==> config.mk <==
export PLATFORM = sky130hd
export DESIGN_NAME = gcode_binary_packet_framer_core_flat
export DESIGN_NICKNAME = d
export VERILOG_FILES = /design/src/gbpf_pkg.sv /design/src/gbpf_if.sv /design/src/gbpf_fletcher.sv /design/src/gbpf_ostage.sv /design/src/gcode_binary_packet_framer_core.sv /design/src/flat_wrapper.sv
export SDC_FILE = /design/constraint.sdc
export NUM_CORES = 1
export LEC_CHECK = 0
export BUFFER_PORTS_ARGS = -buffer_cell sky130_fd_sc_hd__buf_2
export CAP_MARGIN = 15
export CORE_MARGIN = 2
export CORE_UTILIZATION = 40
export CTS_CLUSTER_SIZE = 16
export DETAILED_ROUTE_END_ITERATION = 12
export SYNTH_ARGS = -nofsm -noshare
export SYNTH_HDL_FRONTEND = slang
export SYNTH_SLANG_ARGS = --single-unit
==> constraint.sdc <==
create_clock -name clk -period 13.5 [get_ports clk]
set_clock_uncertainty 0.05 [all_clocks]
set_input_delay 0.675 -clock clk [delete_from_list [all_inputs] [get_ports clk]]
set_output_delay 0.675 -clock clk [all_outputs]
set_load 0.01 [all_outputs]
==> src/gbpf_pkg.sv <==
`default_nettype none
package gbpf_pkg;

  localparam int SLOT_COUNT    = 14;
  localparam int V1_TEXT_BYTES = 16;
  localparam int V2_BIT        = 12;
  localparam int TEXT_BIT      = 15;
  localparam int FL_MOD        = 255;

  localparam logic [1:0] OP_BEGIN  = 2'd0;
  localparam logic [1:0] OP_VALUE  = 2'd1;
  localparam logic [1:0] OP_TEXT   = 2'd2;
  localparam logic [1:0] OP_FINISH = 2'd3;

  localparam logic [3:0] SLOT_END = 4'(SLOT_COUNT);
  localparam logic [7:0] V1_LIMIT = 8'(V1_TEXT_BYTES);

  typedef enum logic [2:0] {
    S_IDLE,
    S_HDR,
    S_SRCH,
    S_VAL,
    S_TEXT,
    S_PAD,
    S_SUMA,
    S_SUMB
  } state_t;

  typedef struct packed {
    logic       clr;
    logic       upd;
    logic [7:0] data;
  } fl_ctl_t;

  // Slot order is N M G X Y Z E F T S P I J R.
  function automatic logic slot_present(logic [3:0] k, logic [15:0] m, logic [2:0] e,
                                        logic v2);
    logic hit;
    hit = 1'b0;
    case (k)
      4'd0, 4'd1, 4'd2, 4'd3, 4'd4, 4'd5, 4'd6: hit = m[k];
      4'd7:  hit = m[8];
      4'd8:  hit = m[9];
      4'd9:  hit = m[10];
      4'd10: hit = m[11];
      4'd11: hit = v2 & e[0];
      4'd12: hit = v2 & e[1];
      4'd13: hit = v2 & e[2];
      default: hit = 1'b0;
    endcase
    return hit;
  endfunction

  function automatic logic [2:0] slot_width(logic [3:0] k, logic v2);
    logic [2:0] w;
    case (k)
      4'd0:       w = 3'd2;
      4'd1, 4'd2: w = v2 ? 3'd2 : 3'd1;
      4'd8:       w = 3'd1;
      default:    w = 3'd4;
    endcase
    return w;
  endfunction

endpackage
`default_nettype wire

==> src/gbpf_if.sv <==
`default_nettype none
interface gbpf_in_if;
  logic        valid;
  logic        ready;
  logic [1:0]  operation;
  logic [15:0] presence_mask;
  logic [2:0]  extended_mask;
  logic [7:0]  text_length;
  logic [31:0] value_word;

  modport source (output valid, output operation, output presence_mask,
                  output extended_mask, output text_length, output value_word,
                  input ready);
  modport sink (input valid, input operation, input presence_mask,
                input extended_mask, input text_length, input value_word,
                output ready);
endinterface

interface gbpf_out_if;
  logic       valid;
  logic       ready;
  logic [7:0] out_byte;
  logic       last_byte;

  modport source (output valid, output out_byte, output last_byte, input ready);
  modport sink (input valid, input out_byte, input last_byte, output ready);
endinterface
`default_nettype wire

==> src/gbpf_fletcher.sv <==
`default_nettype none
module gbpf_fletcher (
  input  wire logic             clk,
  input  wire logic             rst_n,
  input  wire gbpf_pkg::fl_ctl_t ctl,
  output logic [7:0]            sum_a,
  output logic [7:0]            sum_b
);
  import gbpf_pkg::*;

  logic [7:0] sum_a_r, sum_a_nxt;
  logic [7:0] sum_b_r, sum_b_nxt;
  logic [8:0] add_a, add_b;
  logic [8:0] red_a, red_b;

  // Both operands stay below 510, so one conditional subtract reduces mod 255.
  always_comb begin
    add_a     = {1'b0, sum_a_r} + {1'b0, ctl.data};
    red_a     = (add_a >= 9'(FL_MOD)) ? add_a - 9'(FL_MOD) : add_a;
    add_b     = {1'b0, sum_b_r} + red_a;
    red_b     = (add_b >= 9'(FL_MOD)) ? add_b - 9'(FL_MOD) : add_b;
    sum_a_nxt = sum_a_r;
    sum_b_nxt = sum_b_r;
    if (ctl.clr) begin
      sum_a_nxt = '0;
      sum_b_nxt = '0;
    end else if (ctl.upd) begin
      sum_a_nxt = red_a[7:0];
      sum_b_nxt = red_b[7:0];
    end
  end

  always_ff @(posedge clk) begin
    if (!rst_n) begin
      sum_a_r <= '0;
      sum_b_r <= '0;
    end else begin
      sum_a_r <= sum_a_nxt;
      sum_b_r <= sum_b_nxt;
    end
  end

  assign sum_a = sum_a_r;
  assign sum_b = sum_b_r;

`ifndef SYNTHESIS
  a_sum_a_range: assert property (@(posedge clk) disable iff (!rst_n)
    sum_a_r < 8'(FL_MOD)) else $error("sum A out of range");
  a_sum_b_range: assert property (@(posedge clk) disable iff (!rst_n)
    sum_b_r < 8'(FL_MOD)) else $error("sum B out of range");
  a_clear: assert property (@(posedge clk) disable iff (!rst_n)
    ctl.clr |=> (sum_a_r == 8'd0) && (sum_b_r == 8'd0)) else $error("sums not cleared");
`endif

endmodule
`default_nettype wire

==> src/gbpf_ostage.sv <==
`default_nettype none
module gbpf_ostage (
  input  wire logic       clk,
  input  wire logic       rst_n,
  input  wire logic       push,
  input  wire logic [7:0] push_byte,
  input  wire logic       push_last,
  output logic            can_push,
  gbpf_out_if.source      out_ch
);
  import gbpf_pkg::*;

  logic       valid_r, valid_nxt;
  logic [7:0] byte_r;
  logic       last_r;

  assign can_push = !valid_r || out_ch.ready;

  always_comb begin
    valid_nxt = valid_r;
    if (push) begin
      valid_nxt = 1'b1;
    end else if (out_ch.ready) begin
      valid_nxt = 1'b0;
    end
  end

  always_ff @(posedge clk) begin
    if (!rst_n) begin
      valid_r <= 1'b0;
    end else begin
      valid_r <= valid_nxt;
    end
  end

  always_ff @(posedge clk) begin
    if (push) begin
      byte_r <= push_byte;
      last_r <= push_last;
    end
  end

  assign out_ch.valid     = valid_r;
  assign out_ch.out_byte  = byte_r;
  assign out_ch.last_byte = last_r;

endmodule
`default_nettype wire

==> src/gcode_binary_packet_framer_core.sv <==
//  Channel | Direction | Words                 | Payload
//  in_ch   | sink      | one command item      | operation, masks, text_length, value_word
//  out_ch  | source    | one packet byte       | out_byte, last_byte
//
//  An item is taken only in the idle state, so a new item waits until the last one is done.
//  Begin sends the header bytes, a value searches for its slot and sends its bytes,
//  a text byte sends at most one byte, and a finish sends the zero padding and both sums.
//  The single output register holds each byte; the search checks one slot per cycle.
//  Reset is synchronous and clears the masks, counters and both checksum sums.
//  A stalled output holds the sequencer in any state with a byte to send; nothing is dropped.
`default_nettype none
module gcode_binary_packet_framer_core (
  input  wire logic  clk,
  input  wire logic  rst_n,
  gbpf_in_if.sink    in_ch,
  gbpf_out_if.source out_ch
);
  import gbpf_pkg::*;

  state_t      state_r, state_nxt;
  logic [15:0] mask_r, mask_nxt;
  logic [2:0]  ext_r, ext_nxt;
  logic [3:0]  next_param_r, next_param_nxt;
  logic [7:0]  text_cnt_r, text_cnt_nxt;
  logic [2:0]  hdr_idx_r, hdr_idx_nxt;
  logic [1:0]  bidx_r, bidx_nxt;
  logic [31:0] word_r, word_nxt;

  logic        acc, v2, has_text;
  logic        hdr_done, slot_hit, search_end, val_last, text_go, pad_go;
  logic [2:0]  width;
  logic        can_push, push, push_last;
  logic [7:0]  push_byte;
  logic [7:0]  sum_a, sum_b;
  fl_ctl_t     fl_ctl;

  assign acc      = in_ch.valid && in_ch.ready;
  assign in_ch.ready = (state_r == S_IDLE);
  assign v2       = mask_r[V2_BIT];
  assign has_text = mask_r[TEXT_BIT];

  assign hdr_done   = ((hdr_idx_r == 3'd1) && !v2) ||
                      ((hdr_idx_r == 3'd3) && v2 && !has_text) ||
                      (hdr_idx_r == 3'd4);
  assign search_end = (next_param_r >= SLOT_END);
  assign slot_hit   = slot_present(next_param_r, mask_r, ext_r, v2);
  assign width      = slot_width(next_param_r, v2);
  assign val_last   = ({1'b0, bidx_r} == (width - 3'd1));
  assign text_go    = has_text && ((v2 && (text_cnt_r != 8'd0)) ||
                                   (!v2 && (text_cnt_r < V1_LIMIT)));
  assign pad_go     = has_text && !v2 && (text_cnt_r < V1_LIMIT);

  always_comb begin
    state_nxt = state_r;
    unique case (state_r)
      S_IDLE: begin
        if (acc) begin
          unique case (in_ch.operation)
            OP_BEGIN:  state_nxt = S_HDR;
            OP_VALUE:  state_nxt = S_SRCH;
            OP_TEXT:   state_nxt = S_TEXT;
            OP_FINISH: state_nxt = S_PAD;
            default:   state_nxt = S_IDLE;
          endcase
        end
      end
      S_HDR: begin
        if (can_push && hdr_done) state_nxt = S_IDLE;
      end
      S_SRCH: begin
        if (search_end) begin
          state_nxt = S_IDLE;
        end else if (slot_hit) begin
          state_nxt = S_VAL;
        end
      end
      S_VAL: begin
        if (can_push && val_last) state_nxt = S_IDLE;
      end
      S_TEXT: begin
        if (!text_go || can_push) state_nxt = S_IDLE;
      end
      S_PAD: begin
        if (!pad_go) state_nxt = S_SUMA;
      end
      S_SUMA: begin
        if (can_push) state_nxt = S_SUMB;
      end
      S_SUMB: begin
        if (can_push) state_nxt = S_IDLE;
      end
      default: state_nxt = S_IDLE;
    endcase
  end

  always_comb begin
    mask_nxt       = mask_r;
    ext_nxt        = ext_r;
    next_param_nxt = next_param_r;
    text_cnt_nxt   = text_cnt_r;
    hdr_idx_nxt    = hdr_idx_r;
    bidx_nxt       = bidx_r;
    word_nxt       = word_r;
    push           = 1'b0;
    push_byte      = '0;
    push_last      = 1'b0;
    fl_ctl.clr     = 1'b0;
    fl_ctl.upd     = 1'b0;
    unique case (state_r)
      S_IDLE: begin
        if (acc) begin
          word_nxt = in_ch.value_word;
          bidx_nxt = '0;
          if (in_ch.operation == OP_BEGIN) begin
            mask_nxt       = in_ch.presence_mask;
            ext_nxt        = in_ch.extended_mask;
            next_param_nxt = '0;
            hdr_idx_nxt    = '0;
            fl_ctl.clr     = 1'b1;
            text_cnt_nxt   = (in_ch.presence_mask[V2_BIT] && in_ch.presence_mask[TEXT_BIT]) ?
                             in_ch.text_length : 8'd0;
          end
        end
      end
      S_HDR: begin
        case (hdr_idx_r)
          3'd0:    push_byte = mask_r[7:0];
          3'd1:    push_byte = mask_r[15:8];
          3'd2:    push_byte = {5'd0, ext_r};
          3'd4:    push_byte = text_cnt_r;
          default: push_byte = 8'd0;
        endcase
        if (can_push) begin
          push        = 1'b1;
          fl_ctl.upd  = 1'b1;
          hdr_idx_nxt = hdr_idx_r + 3'd1;
        end
      end
      S_SRCH: begin
        if (!search_end && !slot_hit) next_param_nxt = next_param_r + 4'd1;
      end
      S_VAL: begin
        push_byte = word_r[{bidx_r, 3'b000} +: 8];
        if (can_push) begin
          push       = 1'b1;
          fl_ctl.upd = 1'b1;
          bidx_nxt   = bidx_r + 2'd1;
          if (val_last) next_param_nxt = next_param_r + 4'd1;
        end
      end
      S_TEXT: begin
        push_byte = word_r[7:0];
        if (has_text) next_param_nxt = SLOT_END;
        if (text_go && can_push) begin
          push         = 1'b1;
          fl_ctl.upd   = 1'b1;
          text_cnt_nxt = v2 ? text_cnt_r - 8'd1 : text_cnt_r + 8'd1;
        end
      end
      S_PAD: begin
        push_byte = 8'd0;
        if (pad_go && can_push) begin
          push         = 1'b1;
          fl_ctl.upd   = 1'b1;
          text_cnt_nxt = text_cnt_r + 8'd1;
        end
      end
      S_SUMA: begin
        push_byte = sum_a;
        push      = can_push;
      end
      S_SUMB: begin
        push_byte = sum_b;
        push_last = 1'b1;
        if (can_push) begin
          push           = 1'b1;
          fl_ctl.clr     = 1'b1;
          mask_nxt       = '0;
          ext_nxt        = '0;
          next_param_nxt = '0;
          text_cnt_nxt   = '0;
        end
      end
      default: begin
        push = 1'b0;
      end
    endcase
    fl_ctl.data = push_byte;
  end

  always_ff @(posedge clk) begin
    if (!rst_n) begin
      state_r      <= S_IDLE;
      mask_r       <= '0;
      ext_r        <= '0;
      next_param_r <= '0;
      text_cnt_r   <= '0;
      hdr_idx_r    <= '0;
      bidx_r       <= '0;
    end else begin
      state_r      <= state_nxt;
      mask_r       <= mask_nxt;
      ext_r        <= ext_nxt;
      next_param_r <= next_param_nxt;
      text_cnt_r   <= text_cnt_nxt;
      hdr_idx_r    <= hdr_idx_nxt;
      bidx_r       <= bidx_nxt;
    end
  end

  always_ff @(posedge clk) begin
    word_r <= word_nxt;
  end

  gbpf_fletcher u_fletcher (
    .clk   (clk),
    .rst_n (rst_n),
    .ctl   (fl_ctl),
    .sum_a (sum_a),
    .sum_b (sum_b)
  );

  gbpf_ostage u_ostage (
    .clk       (clk),
    .rst_n     (rst_n),
    .push      (push),
    .push_byte (push_byte),
    .push_last (push_last),
    .can_push  (can_push),
    .out_ch    (out_ch)
  );

`ifndef SYNTHESIS
  a_slot_range: assert property (@(posedge clk) disable iff (!rst_n)
    next_param_r <= SLOT_END) else $error("slot index past end");
  a_last_ends_packet: assert property (@(posedge clk) disable iff (!rst_n)
    (push && push_last) |=> (state_r == S_IDLE) && (mask_r == 16'd0) &&
                            (next_param_r == 4'd0)) else $error("packet state not cleared");
  a_v1_text_limit: assert property (@(posedge clk) disable iff (!rst_n)
    !mask_r[V2_BIT] |-> (text_cnt_r <= V1_LIMIT)) else $error("text count over limit");
`endif

endmodule
`default_nettype wire

==> src/flat_wrapper.sv <==
// flat-port wrapper written by rule: the top's interface ports become plain ports
module gcode_binary_packet_framer_core_flat import gbpf_pkg::*;
  (clk, rst_n, in_ch_valid, in_ch_operation, in_ch_presence_mask, in_ch_extended_mask, in_ch_text_length, in_ch_value_word, in_ch_ready, out_ch_valid, out_ch_out_byte, out_ch_last_byte, out_ch_ready);
  gbpf_in_if in_ch_i ();
  gbpf_out_if out_ch_i ();
  input  wire logic clk;
  input  wire logic rst_n;
  input wire logic [$bits(in_ch_i.valid)-1:0] in_ch_valid;
  input wire logic [$bits(in_ch_i.operation)-1:0] in_ch_operation;
  input wire logic [$bits(in_ch_i.presence_mask)-1:0] in_ch_presence_mask;
  input wire logic [$bits(in_ch_i.extended_mask)-1:0] in_ch_extended_mask;
  input wire logic [$bits(in_ch_i.text_length)-1:0] in_ch_text_length;
  input wire logic [$bits(in_ch_i.value_word)-1:0] in_ch_value_word;
  output wire logic [$bits(in_ch_i.ready)-1:0] in_ch_ready;
  output wire logic [$bits(out_ch_i.valid)-1:0] out_ch_valid;
  output wire logic [$bits(out_ch_i.out_byte)-1:0] out_ch_out_byte;
  output wire logic [$bits(out_ch_i.last_byte)-1:0] out_ch_last_byte;
  input wire logic [$bits(out_ch_i.ready)-1:0] out_ch_ready;
  assign in_ch_i.valid = in_ch_valid;
  assign in_ch_i.operation = in_ch_operation;
  assign in_ch_i.presence_mask = in_ch_presence_mask;
  assign in_ch_i.extended_mask = in_ch_extended_mask;
  assign in_ch_i.text_length = in_ch_text_length;
  assign in_ch_i.value_word = in_ch_value_word;
  assign in_ch_ready = in_ch_i.ready;
  assign out_ch_valid = out_ch_i.valid;
  assign out_ch_out_byte = out_ch_i.out_byte;
  assign out_ch_last_byte = out_ch_i.last_byte;
  assign out_ch_i.ready = out_ch_ready;
  gcode_binary_packet_framer_core u_core (.clk(clk), .rst_n(rst_n), .in_ch(in_ch_i), .out_ch(out_ch_i));
endmodule
==> flow_metrics.py, run 1 <==
metrics = {
    "cts": {
        "worstSkewPairLatency_ps": 350,
        "cts_tree": "done",
        "clk_path_buf_depth": 2,
        "htreeDepth": 3,
        "cts_hold_buf": 0,
        "ctsResizeCount": 0,
        "clkTransAtPathRegs_ps": 70,
        "cts_made_buffers": 9,
        "postCtsSetupBuffers": 0,
        "cts_num_sinks": 97,
        "cts_root_buf": "clkbuf_16",
    },
    "timing": {
        "setup_viol": 0,
        "fmax_mhz": 129.8,
        "worst_slew_pin_slew_ps": 1014,
        "hold_violations": 0,
        "post-route-period-util": 0.5707,
        "final.setup.tns_ps": 0,
        "rsz0062_at_grt": "no",
        "slew_headroom": 0.3198,
        "setup_slack_ps": 5796,
        "period_needed_ps": 7704,
        "whs_ps": 414.4,
        "drv_slew": 0,
    },
    "routing": {
        "routedWlPerCell_um": 17.67,
        "route.vias.total": 5523,
        "routed_wl_mm": 16.56,
        "drt_iter0_drc": 478,
        "drc": 0,
        "dr.pass1.iters": 6,
        "ant_nets": 0,
        "vias_per_cell": 5.894,
    },
    "critical_path": {
        "cp-end-kind": "flip-flop",
        "worstSetupStartpointType": "flip-flop",
        "crit_arrival_ps": 7920,
        "cp_max_fo": 22,
        "crit_top_cell": "a211oi_1",
        "cp.required_ps": 13710,
        "critPathMaxStageDelay_ps": 910,
        "crit_slowest_cell": "dfxtp_1",
        "worst-setup-path-type": "reg2reg",
    },
    "grt": {
        "grt_max_degree": 36,
        "grt_pass1_wl_mm": 26.92,
        "grt_pass1_vias": 5159,
        "antenna_found_initial": 0,
        "gr-total-overflow": 0,
        "grt_use_total": 0.2094,
    },
    "floorplan": {
        "start_util": 0.4034,
        "floorplan.die_area_um2": 16160,
        "num_io_pins": 76,
        "coreArea_um2": 15030,
        "die_h_um": 127.1,
        "die_w_um": 127.1,
        "rows": 45,
    },
    "layout": {
        "nets": 847,
        "syn2layout_area_growth_pct": 12.89,
        "drive_above_1_share": 0.1535,
        "layout_commonest_cell": "nand2_1",
        "layout_common_cells": "76 x nand2_1, 75 x buf_2, 68 x nor2_1, 56 x dfxtp_1, 49 x a21oi_1",
        "regArea_um2": 2352,
        "fill_cells": 1411,
        "multiInputGateArea_um2": 3437,
        "antenna_cells": 0,
        "stdcell_count": 937,
    },
    "synthesis": {
        "synth_top_area_frac": 0.2030,
        "synth_cells": 694,
        "ys_types": 59,
        "syn_area_um2": 6065,
        "ys_ff_latch": 97,
        "yosys_warnings": 0,
        "synth_top_area_cell": "edfxtp_1",
        "synth_ff_type": "dfxtp_1",
        "yosys-top-cells-area": "edfxtp_1 20%, dfxtp_1 18%, ha_1 7.4%",
        "ys_seq_area_frac": 0.3879,
        "async_reset_ff_frac": 0,
        "syn_nets": 797,
        "synth_edf_count": 41,
        "syn_avg_cell_area_um2": 8.739,
    },
    "placement": {
        "numPlacedInstances": 921,
        "detailed_place_hpwl_mm": 12.62,
        "preCtsSetupSlack_ps": 5924,
        "routabilityCongestion": 0.9296,
        "port_buffers": 75,
    },
    "power": {
        "powerDensity_nw_per_um2": 184.2,
        "p_total_uw": 1261,
        "p_leak_uw": 0.002570,
        "vdd_drop_max_mv": 0.09768,
    },
    "status": {
        "status": "finished clean",
    },
    "run": {
        "maxCapViolCount": 0,
    },
    "hold_path": {
        "min_path_type": "reg2reg",
    },
}
-- area by class of cell --
type,count,share of cell area
multi-input combinational,524,0.5020
clock inverter,6,0.008406
inverter,34,0.01864
clock buffer,10,0.03490
sequential,97,0.3436
timing repair buffer,78,0.05811
tap,188,0.03436
-- cells by family after synthesis --
group                    share of synthesized area
AND/OR/NAND/NOR                             0.1927
AO/OA/AOI/OAI                               0.1974
flip-flops                                  0.3879
buffers and inverters                      0.04539
adder cells (fa/ha/maj)                    0.08087
XOR/XNOR                                   0.04044
multiplexers                               0.05529
-- registers in the layout, summed over array words and instances (netlist names), 4 cells and up --
register                         count
u_core.u_fletcher.sum_b              8
u_core.text_cnt_r                    8
u_core.u_fletcher.sum_a              8
u_core.word_r                       32
u_core.next_param_r                  4
u_core.u_ostage.out_ch.out_byte      8
u_core.mask_r                       16
-- stage by stage --
step | utilization | cell area [µm²]
after global placement | 0.4357 | 6550
final | 0.4554 | 6847
after CTS | 0.4554 | 6847
after global routing | 0.4554 | 6847
after detailed placement | 0.4357 | 6550
after floorplan | - | 6065
-- critical path, delay by kind of cell (launching register included) --
family / cells / cell delay, ps
flops: 1 / 910
xor+xnor: 3 / 770
fa+ha+maj: 4 / 1100
simple gates: 11 / 2130
buf+inv: 3 / 460
compound gates: 8 / 2170
-- synth_stat cells, drive strengths merged, types with 3 or more instances --
cell type / count
nand2: 76
or3: 7
a22oi: 9
nor2: 68
dfxtp: 56
xnor2: 18
nand4: 4
or2: 6
o21ai: 45
nor2b: 5
and3: 5
o211ai: 5
o22ai: 5
a31oi: 10
nor4: 4
a221oi: 3
and2: 5
inv: 33
a211oi: 16
ha: 36
clkbuf: 35
nor3: 20
xor2: 10
buf: 4
edfxtp: 41
o21bai: 3
o31ai: 4
mux4: 10
a222oi: 12
nand2b: 8
or4: 3
nand3: 38
o21a: 3
a21oi: 49
mux2i: 11
-- per-layer routing --
layer  vias to the layer above  GRT usage  part of all wire
met1                      2589     0.3108              0.48
met4                         0    0.08274             0.030
met5                         -          0                 0
met3                        36    0.03141             0.072
met2                       256     0.3068              0.42
li1                       2642          -                 -
-- where the power goes --
group / leakage [µW] / total (µW) / switching (µW) / internal (µW)
clock: 0.000141 / 254 / 120 / 135
sequential: 0.000845 / 474 / 81.4 / 393
combinational: 0.00158 / 533 / 335 / 198
-- worst paths after layout --
| kind | start | to | slack, ps | cells after the start |
|---|---|---|---|---|
| hold reg to reg | u_core.mask_r[14]$_SDFFE_PN0P_ | u_core.mask_r[14]$_SDFFE_PN0P_ | 410 | 2 |
| setup / recovery | u_core.state_r[1]$_SDFFE_PN0P_ | u_core.u_fletcher.sum_b[6]$_SDFFE_PP0P_ | 5800 | 29 |
| hold / removal | u_core.mask_r[14]$_SDFFE_PN0P_ | u_core.mask_r[14]$_SDFFE_PN0P_ | 410 | 2 |
| setup reg to reg | u_core.state_r[1]$_SDFFE_PN0P_ | u_core.u_fletcher.sum_b[6]$_SDFFE_PP0P_ | 5800 | 29 |
(Power assumes the default switching activity.)
==> run 2: changes to the inputs <==
Clock period 13.5 ns to 7.4 ns, I/O delays scaled along.
==> flow_metrics.py, run 2 (synthesis results as in run 1) <==
metrics = {
    "critical_path": {
        "cp-end-kind": "flip-flop",
        "cp.required_ps": 7640,
        "worstSetupStartpointType": "flip-flop",
        "crit_arrival_ps": 7190,
        "crit_slowest_cell": "or4_1",
        "critPathMaxStageDelay_ps": 460,
        "r2r_end": "u_core.u_fletcher.sum_b[5]$_SDFFE_PP0P_",
        "crit_top_cell": "ha_1",
        "cp_max_fo": 10,
        "rr_startpoint": "u_core.hdr_idx_r[1]$_SDFFE_PN0P_",
        "rr_worst_depth": 30,
        "rrSetupSlack_ps": 460,
        "worst-setup-path-type": "reg2reg",
    },
    "cts": {
        "cts_tree": "done",
        "clkTransAtPathRegs_ps": 70,
        "cts_num_sinks": 97,
        "htreeDepth": 3,
        "cts_root_buf": "clkbuf_16",
        "clk_path_buf_depth": 2,
        "cts_made_buffers": 9,
        "worstSkewPairLatency_ps": 350,
    },
    "power": {
        "vdd_drop_max_mv": 0.1803,
        "powerDensity_nw_per_um2": 333.9,
        "p_leak_uw": 0.002616,
    },
    "timing": {
        "fmax_mhz": 144.0,
        "rsz0062_at_grt": "no",
        "final.setup.tns_ps": 0,
        "hold_violations": 0,
        "slew_headroom": 0.3731,
        "setup_viol": 0,
        "drv_slew": 0,
        "post-route-period-util": 0.9384,
        "worst_slew_pin_slew_ps": 928.2,
        "period_needed_ps": 6944,
    },
    "layout": {
        "syn2layout_area_growth_pct": 14.67,
        "antenna_cells": 0,
        "layout_common_cells": "76 x nand2_1, 75 x buf_2, 68 x nor2_1, 55 x dfxtp_1, 49 x a21oi_1",
        "nets": 858,
        "drive_above_1_share": 0.1750,
        "reg_top3": "u_core.word_r: 32 flops, u_core.mask_r: 16 flops",
        "layout_commonest_cell": "nand2_1",
        "final_area_um2": 6954,
        "largest_reg_flops": 32,
        "largest_register": "u_core.word_r",
    },
    "grt": {
        "grt_max_degree": 36,
        "grt_pass1_wl_mm": 27.03,
        "antenna_found_initial": 0,
        "grt_use_total": 0.2115,
        "grt_pass1_vias": 5210,
        "gr-total-overflow": 0,
    },
    "placement": {
        "dpl_cell_area_um2": 6610,
        "port_buffers": 75,
        "routabilityCongestion": 0.8838,
        "detailed_place_hpwl_mm": 12.82,
    },
    "floorplan": {
        "coreArea_um2": 15030,
        "start_util": 0.4034,
        "die_w_um": 127.1,
        "num_io_pins": 76,
        "rows": 45,
        "floorplan.die_area_um2": 16160,
        "die_h_um": 127.1,
    },
    "routing": {
        "routedWlPerCell_um": 17.79,
        "route.vias.total": 5527,
        "drt_iter0_drc": 512,
        "ant_nets": 0,
        "vias_per_cell": 5.830,
        "dr.pass1.iters": 7,
        "drc": 0,
        "routed_wl_mm": 16.86,
    },
    "hold_path": {
        "hold_path_end": "u_core.word_r[13]$_DFFE_PP_",
        "min_from": "in_ch_value_word[13]",
        "holdPathStages": 1,
        "min_path_type": "in2reg",
    },
    "run": {
        "maxCapViolCount": 0,
    },
    "status": {
        "status": "finished clean",
    },
}
[run 2: through the flow]
| stage | hold slack (ps) | cells | power [µW] | setup WS (ps) | utilization |
|---|---|---|---|---|---|
| 2_1_floorplan | 382.3 | 694 | 1545 | 1112 | - |
| 3_3_place_gp | 407.7 | 929 | 1826 | 524.5 | 0.4397 |
| 3_5_place_dp | 411.0 | 929 | 1845 | 368.3 | 0.4397 |
| 4_1_cts | 126.9 | 945 | 2303 | 311.5 | 0.4588 |
| 5_1_grt | 127.0 | 948 | 2487 | 34.81 | 0.4626 |
| 6_report | 138.0 | 948 | 2322 | 456.0 | 0.4626 |
[run 2: worst max path at each step]
stage	startpoint	endpoint	slack (ps)	cells past startpoint
after detailed placement	u_core.state_r[0]$_SDFFE_PN0P_	u_core.u_fletcher.sum_b[5]$_SDFFE_PP0P_	370	29
after global routing	u_core.hdr_idx_r[1]$_SDFFE_PN0P_	u_core.u_fletcher.sum_b[5]$_SDFFE_PP0P_	30	30
after CTS	u_core.state_r[0]$_SDFFE_PN0P_	u_core.u_fletcher.sum_b[5]$_SDFFE_PP0P_	310	29
final	u_core.hdr_idx_r[1]$_SDFFE_PN0P_	u_core.u_fletcher.sum_b[5]$_SDFFE_PP0P_	460	30
after global placement	u_core.state_r[0]$_SDFFE_PN0P_	u_core.u_fletcher.sum_b[3]$_SDFFE_PP0P_	520	30
after floorplan	u_core.bidx_r[0]$_SDFFE_PN0P_	u_core.u_fletcher.sum_b[5]$_SDFFE_PP0P_	1110	28
[run 2: timing repair]
action	4_1_cts	5_1_grt
setup buffers	0	3
hold buffers	0	0
endpoints found under the hold margin	0	0
resized for setup	0	8
setup endpoints to repair	0	8
[run 2: layout make-up]
type | count | area (µm²)
tap | 188 | 235.2
inverter | 34 | 127.6
multi-input combinational | 524 | 3470
clock inverter | 7 | 62.56
timing repair buffer | 89 | 480.5
fill | 1453 | 8079
clock buffer | 9 | 225.2
sequential | 97 | 2354
[run 2: worst max-delay path: cells and delay by family (launching register included)]
kind / cells / cell delay [ps]
AND/OR/NAND/NOR: 12 / 2410
flip-flops: 1 / 380
multiplexers: 1 / 170
AO/OA/AOI/OAI: 6 / 1570
buffers and inverters: 3 / 300
adder cells (fa/ha/maj): 5 / 1270
XOR/XNOR: 3 / 710
[run 2: layer usage]
layer	global-route usage	wire, µm	part of all wire	vias to the layer above
li1	-	-	-	2667
met4	0.07628	303	0.018	0
met3	0.04020	1432	0.085	23
met5	0	0	0	-
met1	0.3049	7895	0.47	2590
met2	0.3175	7230	0.43	247
[run 2: power breakdown]
group          switching [µW]  internal [µW]
registers                 125            717
clock network             221            234
logic                     640            385
==> run 3: changes to the inputs <==
Settings changed: ABC_AREA set to 1.
==> flow_metrics.py, run 3 <==
metrics = {
    "layout": {
        "largest_reg_flops": 32,
        "nets": 1042,
        "drive_above_1_share": 0.1801,
        "layout_common_cells": "154 x nand2_1, 113 x inv_1, 77 x a21oi_1, 75 x buf_2, 70 x nor2_1",
        "antenna_cells": 0,
        "reg_top3": "u_core.word_r: 32 flops, u_core.mask_r: 16 flops",
        "fill_cells": 1651,
        "largest_register": "u_core.word_r",
        "syn2layout_area_growth_pct": 13.02,
        "layout_commonest_cell": "nand2_1",
    },
    "synthesis": {
        "ys_seq_area_frac": 0.3552,
        "post-synth-top-count-cell": "nand2_1",
        "synth_ff_type": "dfxtp_1",
        "yosys_warnings": 0,
        "yosys-top-cells-area": "edfxtp_1 19%, dfxtp_1 17%, nand2_1 8.7%",
        "async_reset_ff_frac": 0,
        "synth_cells": 872,
        "ys_types": 55,
        "syn_avg_cell_area_um2": 7.595,
        "synth_top_area_cell": "edfxtp_1",
        "syn_area_um2": 6623,
        "synth_common_cells": "154 x nand2_1, 113 x inv_1, 77 x a21oi_1",
        "synth_edf_count": 41,
        "ys_ff_latch": 97,
        "synth_top_area_frac": 0.1859,
        "syn_nets": 975,
    },
    "routing": {
        "ant_nets": 0,
        "drt_iter0_drc": 493,
        "vias_per_cell": 5.175,
        "drc": 0,
        "dr.pass1.iters": 5,
        "routedWlPerCell_um": 15.36,
        "routed_wl_mm": 17.88,
        "route.vias.total": 6024,
    },
    "cts": {
        "cts_made_buffers": 9,
        "clkTransAtPathRegs_ps": 70,
        "ctsResizeCount": 0,
        "worstSkewPairLatency_ps": 360,
        "cts_hold_buf": 0,
        "cts_num_sinks": 97,
        "htreeDepth": 3,
        "cts_root_buf": "clkbuf_16",
        "postCtsSetupBuffers": 0,
        "cts_tree": "done",
        "clk_path_buf_depth": 2,
    },
    "floorplan": {
        "num_io_pins": 76,
        "floorplan.die_area_um2": 17600,
        "die_w_um": 132.7,
        "start_util": 0.4036,
        "rows": 47,
        "die_h_um": 132.7,
        "coreArea_um2": 16410,
    },
    "grt": {
        "grt_pass1_vias": 5472,
        "grt_use_total": 0.2093,
        "gr-total-overflow": 0,
        "antenna_found_initial": 0,
        "grt_max_degree": 33,
        "grt_pass1_wl_mm": 29.16,
    },
    "hold_path": {
        "min_path_type": "in2reg",
        "holdPathStages": 1,
    },
    "critical_path": {
        "path_buf_inv": 3,
        "worst-setup-path-type": "reg2reg",
        "worstSetupStartpointType": "flip-flop",
        "cp_num_cells": 31,
        "cp.required_ps": 7640,
        "cp_max_fo": 23,
        "rr_worst_depth": 31,
        "cp-end-kind": "flip-flop",
        "crit_top_cell": "nand2_1",
        "crit_arrival_ps": 6660,
        "critPathMaxStageDelay_ps": 730,
        "critical_path.top_delay_family": "simple AND/OR/NAND/NOR gates",
        "crit_slowest_cell": "dfxtp_1",
    },
    "placement": {
        "routabilityCongestion": 0.9332,
        "detailed_place_hpwl_mm": 14.01,
        "preCtsSetupSlack_ps": 1070,
        "port_buffers": 75,
    },
    "timing": {
        "post-route-period-util": 0.8666,
        "setup_slack_ps": 987.2,
        "slew_headroom": 0.3570,
        "worst_slew_pin_slew_ps": 958.1,
        "hold_violations": 0,
        "period_needed_ps": 6413,
        "drv_slew": 0,
        "rsz0062_at_grt": "no",
        "setup_viol": 0,
        "fmax_mhz": 155.9,
        "final.setup.tns_ps": 0,
    },
    "status": {
        "status": "finished clean",
    },
    "power": {
        "powerDensity_nw_per_um2": 380.2,
        "vdd_drop_max_mv": 0.1764,
        "p_total_uw": 2845,
        "p_leak_uw": 0.003280,
    },
    "run": {
        "maxCapViolCount": 0,
    },
}
==> run 3: worst paths after layout <==
path | from | to | slack (ps)
min | in_ch_value_word[5] | u_core.word_r[5]$_DFFE_PP_ | 140
min reg2reg | u_core.mask_r[13]$_SDFFE_PN0P_ | u_core.mask_r[13]$_SDFFE_PN0P_ | 440
max | u_core.bidx_r[0]$_SDFFE_PN0P_ | u_core.u_fletcher.sum_b[7]$_SDFFE_PP0P_ | 990
max reg2reg | u_core.bidx_r[0]$_SDFFE_PN0P_ | u_core.u_fletcher.sum_b[7]$_SDFFE_PP0P_ | 990
==> run 3: layer usage <==
layer	vias up	part of all wire	track usage
li1	3097	-	-
met2	194	0.44	0.3155
met3	26	0.060	0.04713
met5	-	0	0
met1	2707	0.49	0.3022
met4	0	0.016	0.05496
==> run 3: logic make-up (layout without fill, tap and decap cells) <==
| family | count (synthesis) | in the layout | share of synthesized area |
|---|---|---|---|
| compound gates | 203 | 203 | 0.1882 |
| fa+ha+maj | 38 | 38 | 0.07406 |
| flops | 97 | 97 | 0.3552 |
| buf+inv | 154 | 226 | 0.09182 |
| xor+xnor | 24 | 24 | 0.03174 |
| simple gates | 356 | 356 | 0.2590 |
==> run 3: layout make-up <==
cell class | instances | area, µm² | area share
Multi-Input combinational cell | 621 | 3665 | 0.4896
Sequential cell | 97 | 2352 | 0.3143
Inverter | 132 | 498.0 | 0.06653
Timing Repair Buffer | 78 | 397.9 | 0.05316
Tap cell | 220 | 275.3 | 0.03678
Clock buffer | 10 | 229.0 | 0.03059
Clock inverter | 6 | 67.56 | 0.009027
==> run 3: worst reg2reg max path, delay by kind of cell (launching register included) <==
kind	cells	cell delay, ps
AO/OA/AOI/OAI	6	1140
XOR/XNOR	2	710
adder cells (fa/ha/maj)	4	1310
buffers and inverters	3	500
flip-flops	1	730
AND/OR/NAND/NOR	16	1910
==> run 3: through the flow <==
step / hold WS, ps / cells / instance area, µm² / util
floorplan: 393.6 / 872 / 6623 / -
global placement: 417.2 / 1148 / 7188 / 0.4381
detailed placement: 426.4 / 1148 / 7188 / 0.4381
CTS: 128.4 / 1164 / 7485 / 0.4562
global route: 121.2 / 1164 / 7485 / 0.4562
finish: 136.5 / 1164 / 7485 / 0.4562
==> run 3: power breakdown <==
part,leakage (µW),switching (µW),internal (µW)
Sequential,0.000847,149,738
Combinational,0.00229,999,484
Clock,0.000141,210,264
Total,0.00328,1360,1490
